--- src/sv/sset_pkg.sv ---
`default_nettype none

package sset_pkg;

    // fixed field widths
    localparam int IN_W    = 32;
    localparam int CFG_W   = 32;
    localparam int OUT_W   = 40;
    localparam int PADDR_W = 3;
    localparam int N_STATS = 4;

    // register index, taken from paddr[2]
    localparam logic [0:0] REG_REPEAT_COUNT = 1'b0;

    // statistic slots, in output order
    localparam logic [1:0] STAT_MIN = 2'd0;
    localparam logic [1:0] STAT_Q1  = 2'd1;
    localparam logic [1:0] STAT_MED = 2'd2;
    localparam logic [1:0] STAT_Q3  = 2'd3;

    typedef struct packed {
        logic [IN_W-1:0] sample;
        logic            last;
    } t_in_item;

    typedef struct packed {
        logic [OUT_W-1:0] min_time;
        logic [OUT_W-1:0] q1_time;
        logic [OUT_W-1:0] median_time;
        logic [OUT_W-1:0] q3_time;
        logic             valid_res;
        logic             overflow;
    } t_out_item;

    // per-cycle command to every cell of the chain
    typedef struct packed {
        logic ins;
        logic shift;
    } t_cell_ctl;

endpackage

`default_nettype wire

--- src/sv/sset_cell.sv ---
`default_nettype none

module sset_cell #(
    parameter int W = 32
) (
    input  wire                   i_clk,
    input  sset_pkg::t_cell_ctl   i_ctl,
    input  wire                   i_occ,
    input  wire                   i_tail,
    input  wire  [W-1:0]          i_sample,
    input  wire  [W-1:0]          i_left_val,
    input  wire                   i_left_gt,
    input  wire  [W-1:0]          i_right_val,
    output logic [W-1:0]          o_val,
    output logic                  o_gt
);

    logic [W-1:0] r_val;
    logic [W-1:0] n_val;
    logic         w_load;

    // held value lies above the incoming sample
    assign o_gt  = i_occ && (r_val > i_sample);
    assign o_val = r_val;

    // insert: take left neighbour if it also moves up, else the sample
    assign w_load = i_ctl.shift || (i_ctl.ins && (o_gt || i_tail));

    always_comb begin
        if (i_ctl.shift) begin
            n_val = i_right_val;
        end else if (i_left_gt) begin
            n_val = i_left_val;
        end else begin
            n_val = i_sample;
        end
    end

    always_ff @(posedge i_clk) begin
        if (w_load) begin
            r_val <= n_val;
        end
    end

endmodule

`default_nettype wire

--- config.mk ---
export PLATFORM = sky130hd
export DESIGN_NAME = sset_cell
export DESIGN_NICKNAME = d
export VERILOG_FILES = /design/src/sv/sset_pkg.sv /design/src/sv/sset_cell.sv
export SDC_FILE = /design/constraint.sdc
export NUM_CORES = 1
export LEC_CHECK = 0
export ABC_CLOCK_PERIOD_IN_PS = 12500
export BUFFER_PORTS_ARGS = -buffer_cell sky130_fd_sc_hd__buf_2
export CAP_MARGIN = 20
export CORE_ASPECT_RATIO = 1.5
export CORE_UTILIZATION = 45
export DETAILED_ROUTE_END_ITERATION = 8
export PLACE_DENSITY = 0.81
export SLEW_MARGIN = 20
export SYNTH_ARGS = -nofsm -noshare
export SYNTH_HDL_FRONTEND = slang
export SYNTH_SLANG_ARGS = --single-unit
--- constraint.sdc ---
create_clock -name i_clk -period 12.5 [get_ports i_clk]
set_clock_uncertainty 0.2 [all_clocks]
set_input_delay 0 -clock i_clk [delete_from_list [all_inputs] [get_ports i_clk]]
set_output_delay 0 -clock i_clk [all_outputs]
set_load 0.05 [all_outputs]
==> metrics, run 1 <==
Die X=between 60 and 70 um; CTS H-tree lvls=2; Fin Setup TNS=0 ps; Die Area=approximately 5800 um2; CP cell instances=ha_1 -> nand4_1 -> or3_1 -> nor2_1 -> o31ai_1 -> a311oi_4 -> buf_4; met3 routed wirelength=approximately 400 um; share of cells above drive strength 1=32.00%; DRC violation count after routing=0; effective utilization at floorplan=approximately 47%; maximum resistive drop on vdd=between 0.06 and 0.07 mV; Max Slew Vio Count=0; Max Used Layer=met4; Crit-path slowest cell=sky130_fd_sc_hd__or3_1; violations in the final reports=hold timing; power share of the sequential group=between 30% and 40%; number of clock sinks=32; transition at the pin with the smallest max-transition slack=slightly above 1000 ps; number of flip-flops and latches in the synthesized netlist=32; most area-hungry cell type in the Yosys netlist=sky130_fd_sc_hd__edfxtp_1; required time of the worst setup path=about 12000 ps; antenna violations before repair=0; buffer type at the clock tree root=sky130_fd_sc_hd__clkbuf_8; total nets after synthesis=between 300 and 400; total gr overflow=0; net switching fraction of the power=about 37%; highest clock frequency the design can meet=between 300 and 400 MHz; part of the total power dissipated in combinational logic=between 40% and 50%; top-area cell type share of the netlist area=39.14%; Slew HR=32.15%; result of the run=finished with violations; critical path type=reg2reg; post-CTS clock slew at the launch and capture registers of the worst setup and hold paths=60 ps; number of cells produced by synthesis=255; core region area=between 5000 and 6000 um2; max-cap check violation count=0; Max Root-Sink Buffers=2; final hold violation count=1; routed length on met2=4329 um; WL met1=around 2700 um; global-route wire length before repair=about 12000 um; P&R area growth vs syn=58.77%; via count of the first global-routing pass=2733; # rows=32; total iterations of the first detailed-routing run=4; startpoint class of the critical path=flip-flop; cell area after synthesis=between 2000 and 2500 um2; maximum number of pins on one net before global-route repair=68; count of boundary I/O pins=about 140; setup violation total in the final timing report=0; count of filler cells inserted in the layout=approximately 380; Worst-Skew Late Latency=around 280 ps; Clk pwr share=19.9%; portion of the clock cycle consumed by the worst path in the final layout=between 20 and 25%; Avg Vias per Cell=roughly 5.2; number of CTS-inserted buffers=5; post-cts gate resize count=0; static leakage=roughly 0.0020 uW; detailed-route via count=roughly 2700; area of all placed cells without fillers=3897 um2; final critical delay including setup and external delays=around 2900 ps; count of buffers inserted at the top-level ports=between 100 and 150; highest net fanout along the worst path=32; remaining number of nets flagged by the antenna check after routing=0; number of nets in the layout=between 500 and 600; cell class contributing the biggest share of worst-path delay=simple AND/OR/NAND/NOR gates; cell internal pwr=234.4 uW; sequential area share after synthesis=39.14%; final routed wirelength across all metal layers=between 7000 and 8000 um; gp weighted congestion=0.7562; average size of a mapped cell=just under 10 um2; area of placed instances=roughly 3200 um2; y dimension of the die=just over 90 um; unrepaired setup endpoints after global routing=no; Power per Cell Area=around 95 nW/um2; main area contributors after synthesis=sky130_fd_sc_hd__edfxtp_1, sky130_fd_sc_hd__ha_1, sky130_fd_sc_hd__mux2i_1, sky130_fd_sc_hd__o21ai_0, sky130_fd_sc_hd__nand2_1; slowest cell delay on critical path=between 400 and 500 ps; worst hold margin=-13.59 ps; type of element capturing the critical path=flip-flop; Hold/Removal Path Class=in2reg; All-Layer GR Usage=about a quarter; total net switching power=about 140 uW; count of different cell masters after synthesis=29; arrival time worst endpoint=2600 ps; number of buffers and inverters on the critical path=1; number of warning messages in the yosys log=0; initial DRC count=92; Post-DP HPWL=between 4000 and 5000 um; final routed wire length divided by cell count=14.73 um; total inserted antenna cells=0; TritonCTS clock tree=done; Largest register FFs=32
[power groups by stage]
stage	registers, uW	clock network [uW]	logic [uW]
2_1_floorplan	185	0	48.0
4_1_cts	140	74.9	152
5_1_grt	142	81.1	167
3_3_place_gp	142	0	130
6_report	141	73.8	156
3_5_place_dp	143	0	132
[worst reg2reg max path: stages (launching register included)]
cell,delay (ps)
sky130_fd_sc_hd__edfxtp_1,400
sky130_fd_sc_hd__ha_1,330
sky130_fd_sc_hd__nand4_1,170
sky130_fd_sc_hd__or3_1,450
sky130_fd_sc_hd__nor2_1,140
sky130_fd_sc_hd__o31ai_1,130
sky130_fd_sc_hd__a311oi_4,270
sky130_fd_sc_hd__buf_4,420
[routing by layer]
metal / vias to the layer above / track usage (%)
met1: 1243 / 23.96
met5: - / 0
met3: 21 / 4.926
met4: 0 / 12.02
li1: 1305 / -
met2: 106 / 54.49
[cell families after synthesis]
kind of cell               count (synthesis)  share of synthesized area (%)
DFF                                       32                          39.14
and+or+nand+nor                           58                          11.32
buffers and inverters                     43                          6.881
AOI/OAI and AO/OA                         58                          13.30
adders and majority gates                 32                          16.31
muxes                                     32                          13.05
[layout by cell type, fill, tap and decap left out, drive strengths merged]
master       netlist  routed
buf                4     135
dlygate4sd3        0      63
nand2             35      35
o21ai             33      33
inv               32      32
mux2i             32      32
ha                32      32
edfxtp            32      32
a21oi             13      13
nand4              8       8
clkbuf             7       7
nand3              6       6
a21o               4       4
nor2               4       4
a211oi             1       1
or3                1       1
nor4b              1       1
a221o              1       1
nor2b              1       1
o211ai             1       1
a2111oi            1       1
o31ai              1       1
or4                1       1
o31a               1       1
a21boi             1       1
nor3               1       1
a311oi             1       1
clkinv             0       1
[cell type report]
type / instances / area (um2) / share of cell area [%]
Timing Repair Buffer: 198 / 1309 / 33.58
Clock inverter: 1 / 3.754 / 0.09631
Tap cell: 68 / 85.08 / 2.183
Inverter: 32 / 120.1 / 3.082
Sequential cell: 32 / 960.9 / 24.65
Clock buffer: 7 / 76.32 / 1.958
Multi-Input combinational cell: 180 / 1343 / 34.45
[cell usage after synthesis]
master	count
sky130_fd_sc_hd__nand3_1	6
sky130_fd_sc_hd__nor3_2	1
sky130_fd_sc_hd__nand4_1	6
sky130_fd_sc_hd__mux2i_1	32
sky130_fd_sc_hd__buf_4	1
sky130_fd_sc_hd__nor2b_1	1
sky130_fd_sc_hd__a221o_1	1
sky130_fd_sc_hd__ha_1	32
sky130_fd_sc_hd__nor4b_1	1
sky130_fd_sc_hd__edfxtp_1	32
sky130_fd_sc_hd__a21boi_0	1
sky130_fd_sc_hd__a311oi_1	1
sky130_fd_sc_hd__clkbuf_1	7
sky130_fd_sc_hd__nand2_1	35
sky130_fd_sc_hd__a2111oi_0	1
sky130_fd_sc_hd__o21ai_1	1
sky130_fd_sc_hd__buf_2	3
sky130_fd_sc_hd__or3_1	1
sky130_fd_sc_hd__o211ai_1	1
sky130_fd_sc_hd__or4_1	1
sky130_fd_sc_hd__a211oi_1	1
sky130_fd_sc_hd__o31ai_1	1
sky130_fd_sc_hd__o21ai_0	32
sky130_fd_sc_hd__nor2_1	4
sky130_fd_sc_hd__nand4_2	2
sky130_fd_sc_hd__inv_1	32
sky130_fd_sc_hd__a21oi_1	13
sky130_fd_sc_hd__o31a_1	1
sky130_fd_sc_hd__a21o_1	4
[repair_timing]
item,in CTS,in global routing
setup buffers,0,0
hold endpoints to repair,32,0
hold buffers,63,0
[per-stage QoR]
stage	worst slack (ps)	utilization [%]	instances	power (uW)
floorplan	7401	-	255	233.1
global placement	9764	61.23	447	271.6
detailed placement	9658	61.23	447	275.0
CTS	9650	74.88	518	367.7
global route	9507	74.88	518	389.9
finish	9628	74.88	518	370.3
[path summary, 6_finish.rpt]
check | startpoint | endpoint | slack [ps] | depth (start not counted)
worst min-delay path | i_left_val[8] | o_val[8] | -10 | 3
worst max register to register | o_val[31] | o_val[20] | 9630 | 7
worst max-delay path | o_val[31] | o_val[20] | 9630 | 7
worst min register to register | o_val[16] | o_val[26] | 1250 | 6
Power figures use the tool's default switching activity.
==> run 2, diff against run 1 <==
--- a/config.mk
+++ b/config.mk
@@ -5,7 +5,7 @@
 export SDC_FILE = /design/constraint.sdc
 export NUM_CORES = 1
 export LEC_CHECK = 0
-export ABC_CLOCK_PERIOD_IN_PS = 12500
+export ABC_CLOCK_PERIOD_IN_PS = 2900
 export BUFFER_PORTS_ARGS = -buffer_cell sky130_fd_sc_hd__buf_2
 export CAP_MARGIN = 20
 export CORE_ASPECT_RATIO = 1.5
==> constraint.sdc (replaced) <==
create_clock -name i_clk -period 2.9 [get_ports i_clk]
set_clock_uncertainty 0.2 [all_clocks]
set_input_delay 0 -clock i_clk [delete_from_list [all_inputs] [get_ports i_clk]]
set_output_delay 0 -clock i_clk [all_outputs]
set_load 0.05 [all_outputs]
==> metrics, run 2 (same netlist as run 1, synthesis figures left out) <==
result of the run=completed; Post-CTS Setup Bufs=0 (unchanged); DRC violation count after routing=0 (unchanged); Hold/Removal Path Class=in2reg; Crit-path slowest cell=sky130_fd_sc_hd__a2111oi_0; highest clock frequency the design can meet=367.0 MHz (+5.4%); final routed wire length divided by cell count=14.95 um (+1.5%); detailed-route via count=2740 (+2.4%); highest net fanout along the worst path=24 (-25%); TritonCTS clock tree=done; core region area=5205 um2 (unchanged); buffer type at the clock tree root=sky130_fd_sc_hd__clkbuf_8; All-Layer GR Usage=27.82% (+1.4 points); Max Slew Vio Count=0 (unchanged); setup violation total in the final timing report=0 (unchanged); Crit. path cell count=7 (unchanged); cell class contributing the biggest share of worst-path delay=compound AO/OA/AOI/OAI gates; cell internal pwr=1023 uW (+340%); number of clock sinks=32 (unchanged); maximum number of pins on one net before global-route repair=53 (-22%); power share of the sequential group=37.8% (-0.2 points); number of CTS-inserted buffers=5 (unchanged); slowest cell delay on critical path=420 ps (-30 ps); effective utilization at floorplan=47.16% (unchanged); most common cell after layout, fill and taps aside=sky130_fd_sc_hd__buf_2; # rows=32 (unchanged); commonest cells after routing, fill and taps aside=sky130_fd_sc_hd__buf_2, sky130_fd_sc_hd__dlygate4sd3_1, sky130_fd_sc_hd__nand2_1; post-CTS clock slew at the launch and capture registers of the worst setup and hold paths=60 ps (about the same); post-layout instance count excluding filler cells=521 (+0.58%); number of nets in the layout=586 (+0.51%); net switching fraction of the power=36.74% (about the same); Power per Cell Area=407.1 nW/um2 (+330%); Post-DP HPWL=5153 um (+7.7%); type of element capturing the critical path=flip-flop; unrepaired setup endpoints after global routing=no; total iterations of the first detailed-routing run=4 (unchanged); transition at the pin with the smallest max-transition slack=989.6 ps (-28.12 ps); portion of the clock cycle consumed by the worst path in the final layout=93.97% (+71 points); antenna violations before repair=0 (unchanged); static leakage=0.002024 uW (+0.93%); final critical delay including setup and external delays=2725 ps (-146.6 ps); Clk pwr share=19.8% (about the same); total power=1617 uW (+340%); global-route wire length before repair=12410 um (+6.0%); worst hold margin=190.3 ps (+203.9 ps); total inserted antenna cells=0 (unchanged); Die Area=5761 um2 (unchanged); max-cap check violation count=0 (unchanged); depth of the worst hold-timing path=4 (+1); number of buffers and inverters on the critical path=1 (unchanged); required time of the worst setup path=2690 ps (-9540 ps); initial DRC count=83 (-9.8%); remaining number of nets flagged by the antenna check after routing=0 (unchanged); y dimension of the die=92.46 um (unchanged); via count of the first global-routing pass=2903 (+6.2%); Worst Reg-to-Reg Cells=7 (unchanged); final routed wirelength across all metal layers=7790 um (+2.1%); Max Root-Sink Buffers=2 (unchanged); number of placed instances, taps included=449 (+0.45%); count of buffers inserted at the top-level ports=134 (unchanged); Largest register FFs=32 (unchanged); Worst-Skew Late Latency=280 ps (about the same); Avg Vias per Cell=5.259 (+1.8%); final hold violation count=0 (-1); startpoint class of the critical path=flip-flop; total gr overflow=0 (unchanged); share of cells above drive strength 1=32.89% (+0.89 points); maximum resistive drop on vdd=0.2992 mV (+390%); gp weighted congestion=0.7915 (+4.7%); critical path type=reg2reg; CP cell instances=ha_1 -> nor2b_1 -> o211ai_1 -> a2111oi_0 -> o31ai_1 -> a311oi_4 -> buf_12; Fin Setup TNS=0 ps (unchanged); P&R area growth vs syn=61.82%; total net switching power=594.1 uW (+340%); Die X=62.31 um (unchanged); count of boundary I/O pins=135 (unchanged); part of the total power dissipated in combinational logic=42.4% (+0.3 points); CTS H-tree lvls=2 (unchanged); Slew HR=34.03% (+1.9 points); arrival time worst endpoint=2510 ps (-90 ps)
[run 2: power groups by stage]
stage               logic (uW)  registers, uW  clock network [uW]
floorplan                  216            797                   0
global placement           576            615                   0
detailed placement         588            620                   0
CTS                        676            610                 327
global route               738            616                 347
finish                     686            611                 320
[run 2: final timing paths]
kind	endpoint	from	slack, ps
hold / removal	o_val[11]	i_ctl[1]	190
hold reg to reg	o_val[11]	o_val[16]	1160
setup reg to reg	o_val[17]	o_val[1]	170
setup / recovery	o_val[17]	o_val[1]	170
[run 2: final cells by class]
| cell class | instances | area, um2 |
|---|---|---|
| clock inverters | 1 | 3.754 |
| repair buffers | 201 | 1346 |
| inverters | 32 | 120.1 |
| fillers | 356 | 1232 |
| clock buffers | 7 | 76.32 |
| well taps | 68 | 85.08 |
| multi-input cells | 180 | 1380 |
| flip-flops and latches | 32 | 960.9 |
[run 2: metal layers]
layer / routed length (um) / up-vias / GRT usage, %
met4: 348 / 0 / 17.83
met5: 0 / - / 0
met2: 4291 / 123 / 54.21
met3: 370 / 33 / 4.926
li1: - / 1314 / -
met1: 2780 / 1270 / 26.10
[run 2: metrics by stage]
| step | area (um2) | worst slack (ps) | util (%) |
|---|---|---|---|
| after floorplan | 2510 | -461.8 | - |
| final | 3973 | 174.9 | 76.32 |
| after CTS | 3973 | 180.5 | 76.32 |
| after global placement | 3252 | 308.9 | 62.48 |
| after detailed placement | 3252 | 193.6 | 62.48 |
| after global routing | 3973 | 48.74 | 76.32 |
[run 2: timing repair]
action,CTS,global route
hold buffers,64,0
setup endpoints to repair,0,0
endpoints found under the hold margin,32,0
gates resized for setup,0,0
[run 2: worst reg2reg max path, stage by stage, from the launching register on]
cell and delay (ps):
sky130_fd_sc_hd__edfxtp_1 380, sky130_fd_sc_hd__ha_1 310, sky130_fd_sc_hd__nor2b_1 150, sky130_fd_sc_hd__o211ai_1 100, sky130_fd_sc_hd__a2111oi_0 420, sky130_fd_sc_hd__o31ai_1 220, sky130_fd_sc_hd__a311oi_4 410, sky130_fd_sc_hd__buf_12 230
