===== config.mk =====
export PLATFORM = sky130hd
export DESIGN_NAME = sset_div
export DESIGN_NICKNAME = d
export VERILOG_FILES = /design/src/sv/sset_div.sv
export SDC_FILE = /design/constraint.sdc
export NUM_CORES = 1
export LEC_CHECK = 0
export ABC_AREA = 1
export BUFFER_PORTS_ARGS = -buffer_cell sky130_fd_sc_hd__buf_2
export CORE_MARGIN = 5
export CORE_UTILIZATION = 50
export CTS_CLUSTER_DIAMETER = 60
export DETAILED_ROUTE_END_ITERATION = 8
export GPL_TIMING_DRIVEN = 0
export PLACE_DENSITY_LB_ADDON = 0.05
export SETUP_SLACK_MARGIN = 0.2
export SLEW_MARGIN = 20
export SYNTH_ARGS = -nofsm -noshare
export SYNTH_HDL_FRONTEND = slang
export SYNTH_SLANG_ARGS = --single-unit

===== constraint.sdc =====
create_clock -name i_clk -period 3.6 [get_ports i_clk]
set_input_delay 0.9 -clock i_clk [delete_from_list [all_inputs] [get_ports i_clk]]
set_output_delay 0.9 -clock i_clk [all_outputs]
set_load 0.02 [all_outputs]

===== src/sv/sset_div.sv =====
`default_nettype none

module sset_div #(
    parameter int NUM_W = 41,
    parameter int DEN_W = 33
) (
    input  wire                i_clk,
    input  wire                i_rst_n,
    input  wire                i_start,
    input  wire  [NUM_W-1:0]   i_num,
    input  wire  [DEN_W-1:0]   i_den,
    output logic               o_busy,
    output logic               o_done,
    output logic [NUM_W-1:0]   o_quot
);

    localparam int STEP_W = $clog2(NUM_W + 1);

    logic [NUM_W-1:0]  r_num;
    logic [DEN_W-1:0]  r_rem;
    logic [DEN_W-1:0]  r_den;
    logic [STEP_W-1:0] r_step;
    logic              r_busy;
    logic              r_done;
    logic [DEN_W:0]    w_rem_sh;
    logic [DEN_W:0]    w_diff;
    logic              w_ge;

    // restoring division, one quotient bit per cycle
    assign w_rem_sh = {r_rem, r_num[NUM_W-1]};
    assign w_ge     = w_rem_sh >= {1'b0, r_den};
    assign w_diff   = w_rem_sh - {1'b0, r_den};

    always_ff @(posedge i_clk) begin
        if (i_start) begin
            r_num <= i_num;
            r_rem <= '0;
            r_den <= i_den;
        end else if (r_busy) begin
            r_num <= {r_num[NUM_W-2:0], w_ge};
            r_rem <= w_ge ? w_diff[DEN_W-1:0] : w_rem_sh[DEN_W-1:0];
        end
    end

    // step count and completion pulse
    always_ff @(posedge i_clk) begin
        if (!i_rst_n) begin
            r_busy <= 1'b0;
            r_done <= 1'b0;
            r_step <= '0;
        end else begin
            r_done <= 1'b0;
            if (i_start) begin
                r_busy <= 1'b1;
                r_step <= STEP_W'(NUM_W);
            end else if (r_busy) begin
                r_step <= r_step - STEP_W'(1);
                if (r_step == STEP_W'(1)) begin
                    r_busy <= 1'b0;
                    r_done <= 1'b1;
                end
            end
        end
    end

    assign o_busy = r_busy;
    assign o_done = r_done;
    assign o_quot = r_num;

endmodule

`default_nettype wire


==> impl_metrics.env, run 1 <==
export IMPL_n_antenna_cell=0
export IMPL_syn2layout_area_growth_pct=19.1
export IMPL_synth_cell_types=37
export IMPL_io_buffers=119
export IMPL_drtIter0Drc=378
export IMPL_status="completed"
export IMPL_cts_buffers=17
export IMPL_async_flop_share_pct=0
export IMPL_layout_drive_gt1_share_pct=16.6
export IMPL_ys_seq_area_share_pct=40.4
export IMPL_grt_overflow=0
export IMPL_grt_max_degree=51
export IMPL_die_w_um=133
export IMPL_grt_pass1_vias=6629
export IMPL_synth_edf_count=74
export IMPL_crit_path_end_kind="flip-flop"
export IMPL_p_int_uw=2820
export IMPL_hold_buffers=0
export IMPL_p_total_uw=3780
export IMPL_reg2reg_depth=13
export IMPL_rows=44
export IMPL_gp_congestion=0.970
export IMPL_core_mm2=0.0146
export IMPL_synth_warnings=0
export IMPL_holdWs_ns=0.468
export IMPL_cts_tree="done"
export IMPL_endpoint="o_quot[12]$_DFFE_PP_"
export IMPL_cts_setup_buffers=0
export IMPL_min_period_ns=3.08
export IMPL_cts_clk_slew_worst_paths_ns=0.05
export IMPL_hold_path_class="reg2reg"
export IMPL_cts_root_buf="clkbuf_16"
export IMPL_vias_per_cell=4.86
export IMPL_r2r_end="r_rem[20]$_SDFFE_PP0P_"
export IMPL_fmax_mhz=325
export IMPL_syn_area_mm2=0.00753
export IMPL_pin_count=120
export IMPL_cap_violations=0
export IMPL_insertion_delay_ns=0.43
export IMPL_seq_power_share_pct=41.0
export IMPL_netSwitchingFraction_pct=25.3
export IMPL_ctsResizeCount=0
export IMPL_track_usage_pct=23.0
export IMPL_critPathArrivalTime_ns=3.13
export IMPL_comb_power_share_pct=12.5
export IMPL_p_switching_uw=956
export IMPL_period_share_pct=85.4
export IMPL_dp_cells=1372
export IMPL_die_area_mm2=0.0176
export IMPL_fillCellCount=1424
export IMPL_tightest_slew_ns=0.861
export IMPL_routed_wl_um=19800
export IMPL_finClkSkew_ns=0.0121
export IMPL_rsz0062_at_grt="false"
export IMPL_required_ns=3.65
export IMPL_reg2reg_from="o_quot[40]$_DFFE_PP_"
export IMPL_dr_pass1_iters=5
export IMPL_finalCoreUtilization_pct=61.2
export IMPL_layout_commonest_cell="nand2_1"
export IMPL_worstPathMaxFanout=50
export IMPL_ys_flop_type="edfxtp_1"
export IMPL_ant_nets=0
export IMPL_setup_viol_count_final=0
export IMPL_num_nets_final=1320
export IMPL_ir_drop_v=0.000313
export IMPL_clkSinkCount=115
export IMPL_layout_common_cells="445 x nand2_1, 173 x inv_1, 124 x buf_2"
export IMPL_start_util_pct=51.4
export IMPL_syn_nets=1182
export IMPL_syn_area_per_cell_um2=7.04
export IMPL_leakage_uw=0.00488
export IMPL_drc=0
export IMPL_finalHoldViolCount=0
export IMPL_antenna_found_initial=0
export IMPL_cp_startpoint="i_start"
export IMPL_power_density_mw_per_mm2=422
export IMPL_htree_levels=4
export IMPL_final_cells=1404
export IMPL_grt_pass1_wl_um=32200
export IMPL_slew_limit_headroom_pct=42.6
export IMPL_cts_max_path_buffers=2
export IMPL_drv_slew=0
export IMPL_num_vias=6828
export IMPL_synthesis_instances=1069
export IMPL_yosys_register_bits=115
export IMPL_r2r_setup_slack_ns=1.04
export IMPL_wire_per_inst_um=14.1
export IMPL_path_class="in2reg"
export IMPL_cp_start_kind="primary input"
export IMPL_clock_power_share_pct=46.5
export IMPL_dp_hpwl_um=15100
export IMPL_fp_dieH_um=133
logic make-up after synthesis:
| kind of cell | count (synthesis) | share of synthesized area (%) |
|---|---|---|
| buffers and inverters | 216 | 11.4 |
| AND/OR/NAND/NOR | 637 | 36.7 |
| XOR/XNOR | 15 | 1.75 |
| adder cells (fa/ha/maj) | 36 | 6.08 |
| AO/OA/AOI/OAI | 50 | 3.64 |
| flip-flops | 115 | 40.4 |
Yosys cell counts (5+ instances only):
| cell type | instances | area [µm²] |
|---|---|---|
| a21oi_1 | 25 | 125 |
| and2_1 | 6 | 37.5 |
| buf_2 | 5 | 25.0 |
| buf_6 | 5 | 56.3 |
| clkbuf_1 | 13 | 48.8 |
| dfxtp_1 | 41 | 821 |
| edfxtp_1 | 74 | 2220 |
| ha_1 | 35 | 438 |
| inv_1 | 173 | 649 |
| inv_2 | 15 | 56.3 |
| nand2_1 | 445 | 1670 |
| nand2_2 | 10 | 62.6 |
| nand3_1 | 79 | 395 |
| nand3b_1 | 15 | 113 |
| nand4_1 | 9 | 56.3 |
| nor2_1 | 46 | 173 |
| nor3_1 | 6 | 30.0 |
| o21ai_1 | 10 | 50.1 |
| o21bai_1 | 6 | 45.0 |
| xnor2_1 | 14 | 123 |
power groups by stage:
stage          Clock [µW]  Sequential (µW)  Combinational (µW)
2_1_floorplan           0             1630                 242
4_1_cts              1790             1550                 475
6_report             1760             1550                 471
3_3_place_gp            0             1580                 468
5_1_grt              1850             1560                 528
3_5_place_dp            0             1570                 474
sequential cells by signal, summed over array words and instances, names as in the netlist:
signal,flops
o_busy,1
o_quot,41
r_rem,33
r_step,6
r_den,33
o_done,1
worst max-delay path: stages:
cell and delay (ns):
buf_2 0.65, clkbuf_1 0.46, nor2_1 0.29, inv_1 0.17
clkbuf_4 0.61
how the worst min path moves through the flow:
| stage | from | end | slack [ns] | cells after the start |
|---|---|---|---|---|
| final | r_rem[15]$_SDFFE_PP0P_ | r_rem[15]$_SDFFE_PP0P_ | 0.47 | 2 |
| after global routing | r_rem[12]$_SDFFE_PP0P_ | r_rem[12]$_SDFFE_PP0P_ | 0.49 | 2 |
| after CTS | r_rem[12]$_SDFFE_PP0P_ | r_rem[12]$_SDFFE_PP0P_ | 0.47 | 2 |
| after detailed placement | r_rem[12]$_SDFFE_PP0P_ | r_rem[12]$_SDFFE_PP0P_ | 0.46 | 2 |
| after global placement | r_rem[16]$_SDFFE_PP0P_ | r_rem[16]$_SDFFE_PP0P_ | 0.46 | 2 |
| after floorplan | r_rem[11]$_SDFFE_PP0P_ | r_rem[11]$_SDFFE_PP0P_ | 0.44 | 2 |
layout make-up:
class                      count  area, µm²  share of cell area [%]
timing repair buffer         119        596                    6.65
tap                          184        230                    2.57
sequential                   115       3040                    34.0
buffer                        24        141                    1.58
multi-input combinational    738       3620                    40.4
inverter                     192        721                    8.04
clock buffer                  22        444                    4.96
clock inverter                10        161                    1.80
routing by layer:
| metal | track usage (%) | share of wire [%] | routed length [µm] |
|---|---|---|---|
| met1 | 29.3 | 45 | 8850 |
| met4 | 6.76 | 1.8 | 357 |
| met3 | 6.42 | 6.5 | 1290 |
| met5 | 0 | 0 | 0 |
| met2 | 38.1 | 47 | 9310 |
metrics by stage:
| stage | area [µm²] | TNS [ns] | worst slack [ns] |
|---|---|---|---|
| after detailed placement | 8360 | 0 | 0.0361 |
| after CTS | 8960 | 0 | 0.470 |
| after floorplan | 7530 | 0 | 0.475 |
| after global placement | 8350 | -67.01 | -1.37 |
| final | 8960 | 0 | 0.525 |
| after global routing | 8960 | 0 | 0.337 |
Power figures use the tool's default switching activity.
==> run 2, diff against run 1 <==
- ABC_AREA: 1 -> not set
==> run 2 against run 1 <==
Net effect:
- synthesized cell count shrank 43%
- wire length down 23%
- clock power is 2% lower
- critical path depth rose by 9
- maximum frequency down 5.0%
- utilization increased by 1.6 points
- sequential cell count is the same
- largest power group unchanged
- highest routed layer unchanged
==> impl_metrics.env, run 2 <==
export IMPL_min_period_ns=3.24
export IMPL_synth_edf_count=74
export IMPL_grt_pass1_vias=5234
export IMPL_dp_hpwl_um=10900
export IMPL_synth_warnings=0
export IMPL_cts_clk_slew_worst_paths_ns=0.06
export IMPL_hold_path_startpoint="r_rem[24]$_SDFFE_PP0P_"
export IMPL_power_density_mw_per_mm2=525
export IMPL_ir_drop_v=0.000423
export IMPL_synth_xor_area_share_pct=4.55
export IMPL_vias_per_cell=5.45
export IMPL_p_switching_uw=1150
export IMPL_p_int_uw=2990
export IMPL_io_buffers=119
export IMPL_cpMaxStageDelayCell="edfxtp_1"
export IMPL_cts_buffers=17
export IMPL_finalCoreUtilization_pct=62.8
export IMPL_period_share_pct=89.9
export IMPL_pin_count=120
export IMPL_path_class="reg2reg"
export IMPL_synth_top_family_by_area="compound AO/OA/AOI/OAI gates"
export IMPL_layout_drive_gt1_share_pct=28.1
export IMPL_largest_reg_flops=41
export IMPL_worst_path_most_repeated_cell="inv_1"
export IMPL_n_antenna_cell=0
export IMPL_async_flop_share_pct=0
export IMPL_synth_cell_types=52
export IMPL_synth_compound_area_share_pct=16.5
export IMPL_max_stage_delay_ns=0.39
export IMPL_fp_dieH_um=123
export IMPL_drv_slew=0
export IMPL_clock_power_share_pct=41.5
export IMPL_synthAdderAreaFrac_pct=7.20
export IMPL_rows=41
export IMPL_start_util_pct=50.6
export IMPL_crit_family="compound AO/OA/AOI/OAI gates"
export IMPL_dr_pass1_iters=5
export IMPL_ant_nets=0
export IMPL_dp_slack_ns=-0.0800
export IMPL_synth_top_cells_by_count="74 x edfxtp_1, 56 x nor2_1, 45 x inv_1"
export IMPL_crit_buf_inv=3
export IMPL_syn_nets=718
export IMPL_ys_seq_area_share_pct=47.9
export IMPL_syn_area_per_cell_um2=10.5
export IMPL_rsz0062_at_grt="true"
export IMPL_drc=0
export IMPL_ys_flop_type="edfxtp_1"
export IMPL_die_area_mm2=0.0151
export IMPL_slew_limit_headroom_pct=38.7
export IMPL_gp_congestion=0.907
export IMPL_track_usage_pct=21.0
export IMPL_path_cells="inv_1, ha_1, inv_1, fa_2, a21o_1, a311oi_2, o21ai_2, o31a_1, a211o_1, a21oi_4, buf_6, mux2_2, mux2i_1, nor2_1"
export IMPL_die_w_um=123
export IMPL_grt_overflow=0
export IMPL_setup_ws_ns=0.363
export IMPL_yosys_register_bits=115
export IMPL_holdWs_ns=0.500
export IMPL_fmax_mhz=309
export IMPL_synth_top_area_share_pct=35.0
export IMPL_seq_power_share_pct=38.6
export IMPL_layout_common_cells="120 x buf_2, 74 x edfxtp_1, 56 x nor2_1"
export IMPL_hold_path_class="reg2reg"
export IMPL_crit_path_end_kind="flip-flop"
export IMPL_num_vias=5107
export IMPL_comb_power_share_pct=19.9
export IMPL_routed_wl_um=15200
export IMPL_antenna_found_initial=0
export IMPL_setup_viol_count_final=0
export IMPL_cap_violations=0
export IMPL_netSwitchingFraction_pct=27.9
export IMPL_cts_tree="done"
export IMPL_cp_start_kind="flip-flop"
export IMPL_clkSinkCount=115
export IMPL_status="completed"
export IMPL_drtIter0Drc=302
export IMPL_worstPathMaxFanout=6
export IMPL_synth_area_leader_cell="edfxtp_1"
export IMPL_core_mm2=0.0126
export IMPL_finClkSkew_ns=0.00798
export IMPL_grt_pass1_wl_um=24800
export IMPL_synth_simple_gate_area_share_pct=9.66
export IMPL_synthesis_instances=605
export IMPL_cts_max_path_buffers=2
export IMPL_synthMostInstantiatedCell="edfxtp_1"
export IMPL_hold_buffers=0
export IMPL_critPathArrivalTime_ns=3.53
export IMPL_num_nets_final=865
export IMPL_reg2reg_from="o_quot[40]$_DFFE_PP_"
export IMPL_syn2layout_area_growth_pct=24.1
export IMPL_layout_commonest_cell="buf_2"
export IMPL_required_ns=3.89
export IMPL_tightest_slew_ns=0.916
export IMPL_leakage_uw=0.00342
export IMPL_insertion_delay_ns=0.42
export IMPL_cp_startpoint="o_quot[40]$_DFFE_PP_"
export IMPL_synth_mux_area_share_pct=9.17
export IMPL_finalHoldViolCount=0
export IMPL_syn_area_mm2=0.00636
export IMPL_htree_levels=4
export IMPL_synthTopCellsByArea="edfxtp_1 35%, dfxtp_1 13%, mux2_2 7.4%, ha_1 6.9%, a21oi_1 3.4%"
export IMPL_wire_per_inst_um=16.2
export IMPL_cts_root_buf="clkbuf_16"
export IMPL_grt_max_degree=36
## run 2: cell count changes in the layout (fill, tap and decap cells not counted), moves of 18 or more
cell	delta
inv_1	-129
nand2_1	-412
mux2_2	+42
a211oi_1	+19
nand3_1	-71
a21oi_1	+18
## run 2: worst paths after layout
path                                 end  slack [ns]  cells past startpoint
setup / recovery  r_rem[21]$_SDFFE_PP0P_        0.36                     14
hold / removal    r_rem[24]$_SDFFE_PP0P_        0.50                      2
setup reg to reg  r_rem[21]$_SDFFE_PP0P_        0.36                     14
hold reg to reg   r_rem[24]$_SDFFE_PP0P_        0.50                      2
## run 2: cell families after synthesis
family | Yosys count
AND/OR/NAND/NOR | 136
XOR/XNOR | 33
adder cells (fa/ha/maj) | 36
multiplexers | 53
AO/OA/AOI/OAI | 156
buffers and inverters | 76
flip-flops | 115
## run 2: cell type report
cell class              count  area, µm²
inverters                  45        169
clock inverters            12        156
plain buffers              31        155
clock buffers              20        447
flip-flops and latches    115       3040
well taps                 172        215
fillers                  1054       4680
multi-input cells         414       3020
repair buffers            128        687
## run 2: what timing repair did
item	in CTS	in global routing
buffers inserted	7	1
setup endpoints to repair	34	30
gates resized for setup	7	2
pin swaps	5	4
## run 2: worst reg2reg max path, stage by stage (launching register included)
cell and delay [ns]:
edfxtp_1 0.39, inv_1 0.07, ha_1 0.18, inv_1 0.07
fa_2 0.35, a21o_1 0.20, a311oi_2 0.22, o21ai_2 0.09
o31a_1 0.28, a211o_1 0.32, a21oi_4 0.29, buf_6 0.15
mux2_2 0.32, mux2i_1 0.13, nor2_1 0.05
## run 2: layer usage
metal  global-route usage (%)  part of all wire [%]  wire length, µm  up-vias
met5                        0                     0                0        -
met4                     7.98                   1.6              246        0
met3                     7.74                   8.5             1290       27
met2                     33.9                    47             7180      172
met1                     25.5                    43             6500     2393
li1                         -                     -                -     2515
## run 2: power by group through the flow
| stage | Sequential, µW | Clock, µW | Combinational (µW) |
|---|---|---|---|
| CTS | 1600 | 1750 | 818 |
| floorplan | 1680 | 0 | 505 |
| finish | 1600 | 1720 | 824 |
| global route | 1610 | 1820 | 913 |
| detailed placement | 1620 | 0 | 791 |
| global placement | 1620 | 0 | 771 |
## run 2: stage by stage
stage | cell area (µm²) | setup TNS [ns] | instances | power [µW]
2_1_floorplan | 6360 | 0 | 605 | 2180
3_3_place_gp | 7170 | -17.39 | 896 | 2390
3_5_place_dp | 7190 | -0.191 | 897 | 2410
4_1_cts | 7870 | 0 | 936 | 4160
5_1_grt | 7890 | 0 | 937 | 4340
6_report | 7890 | 0 | 937 | 4140
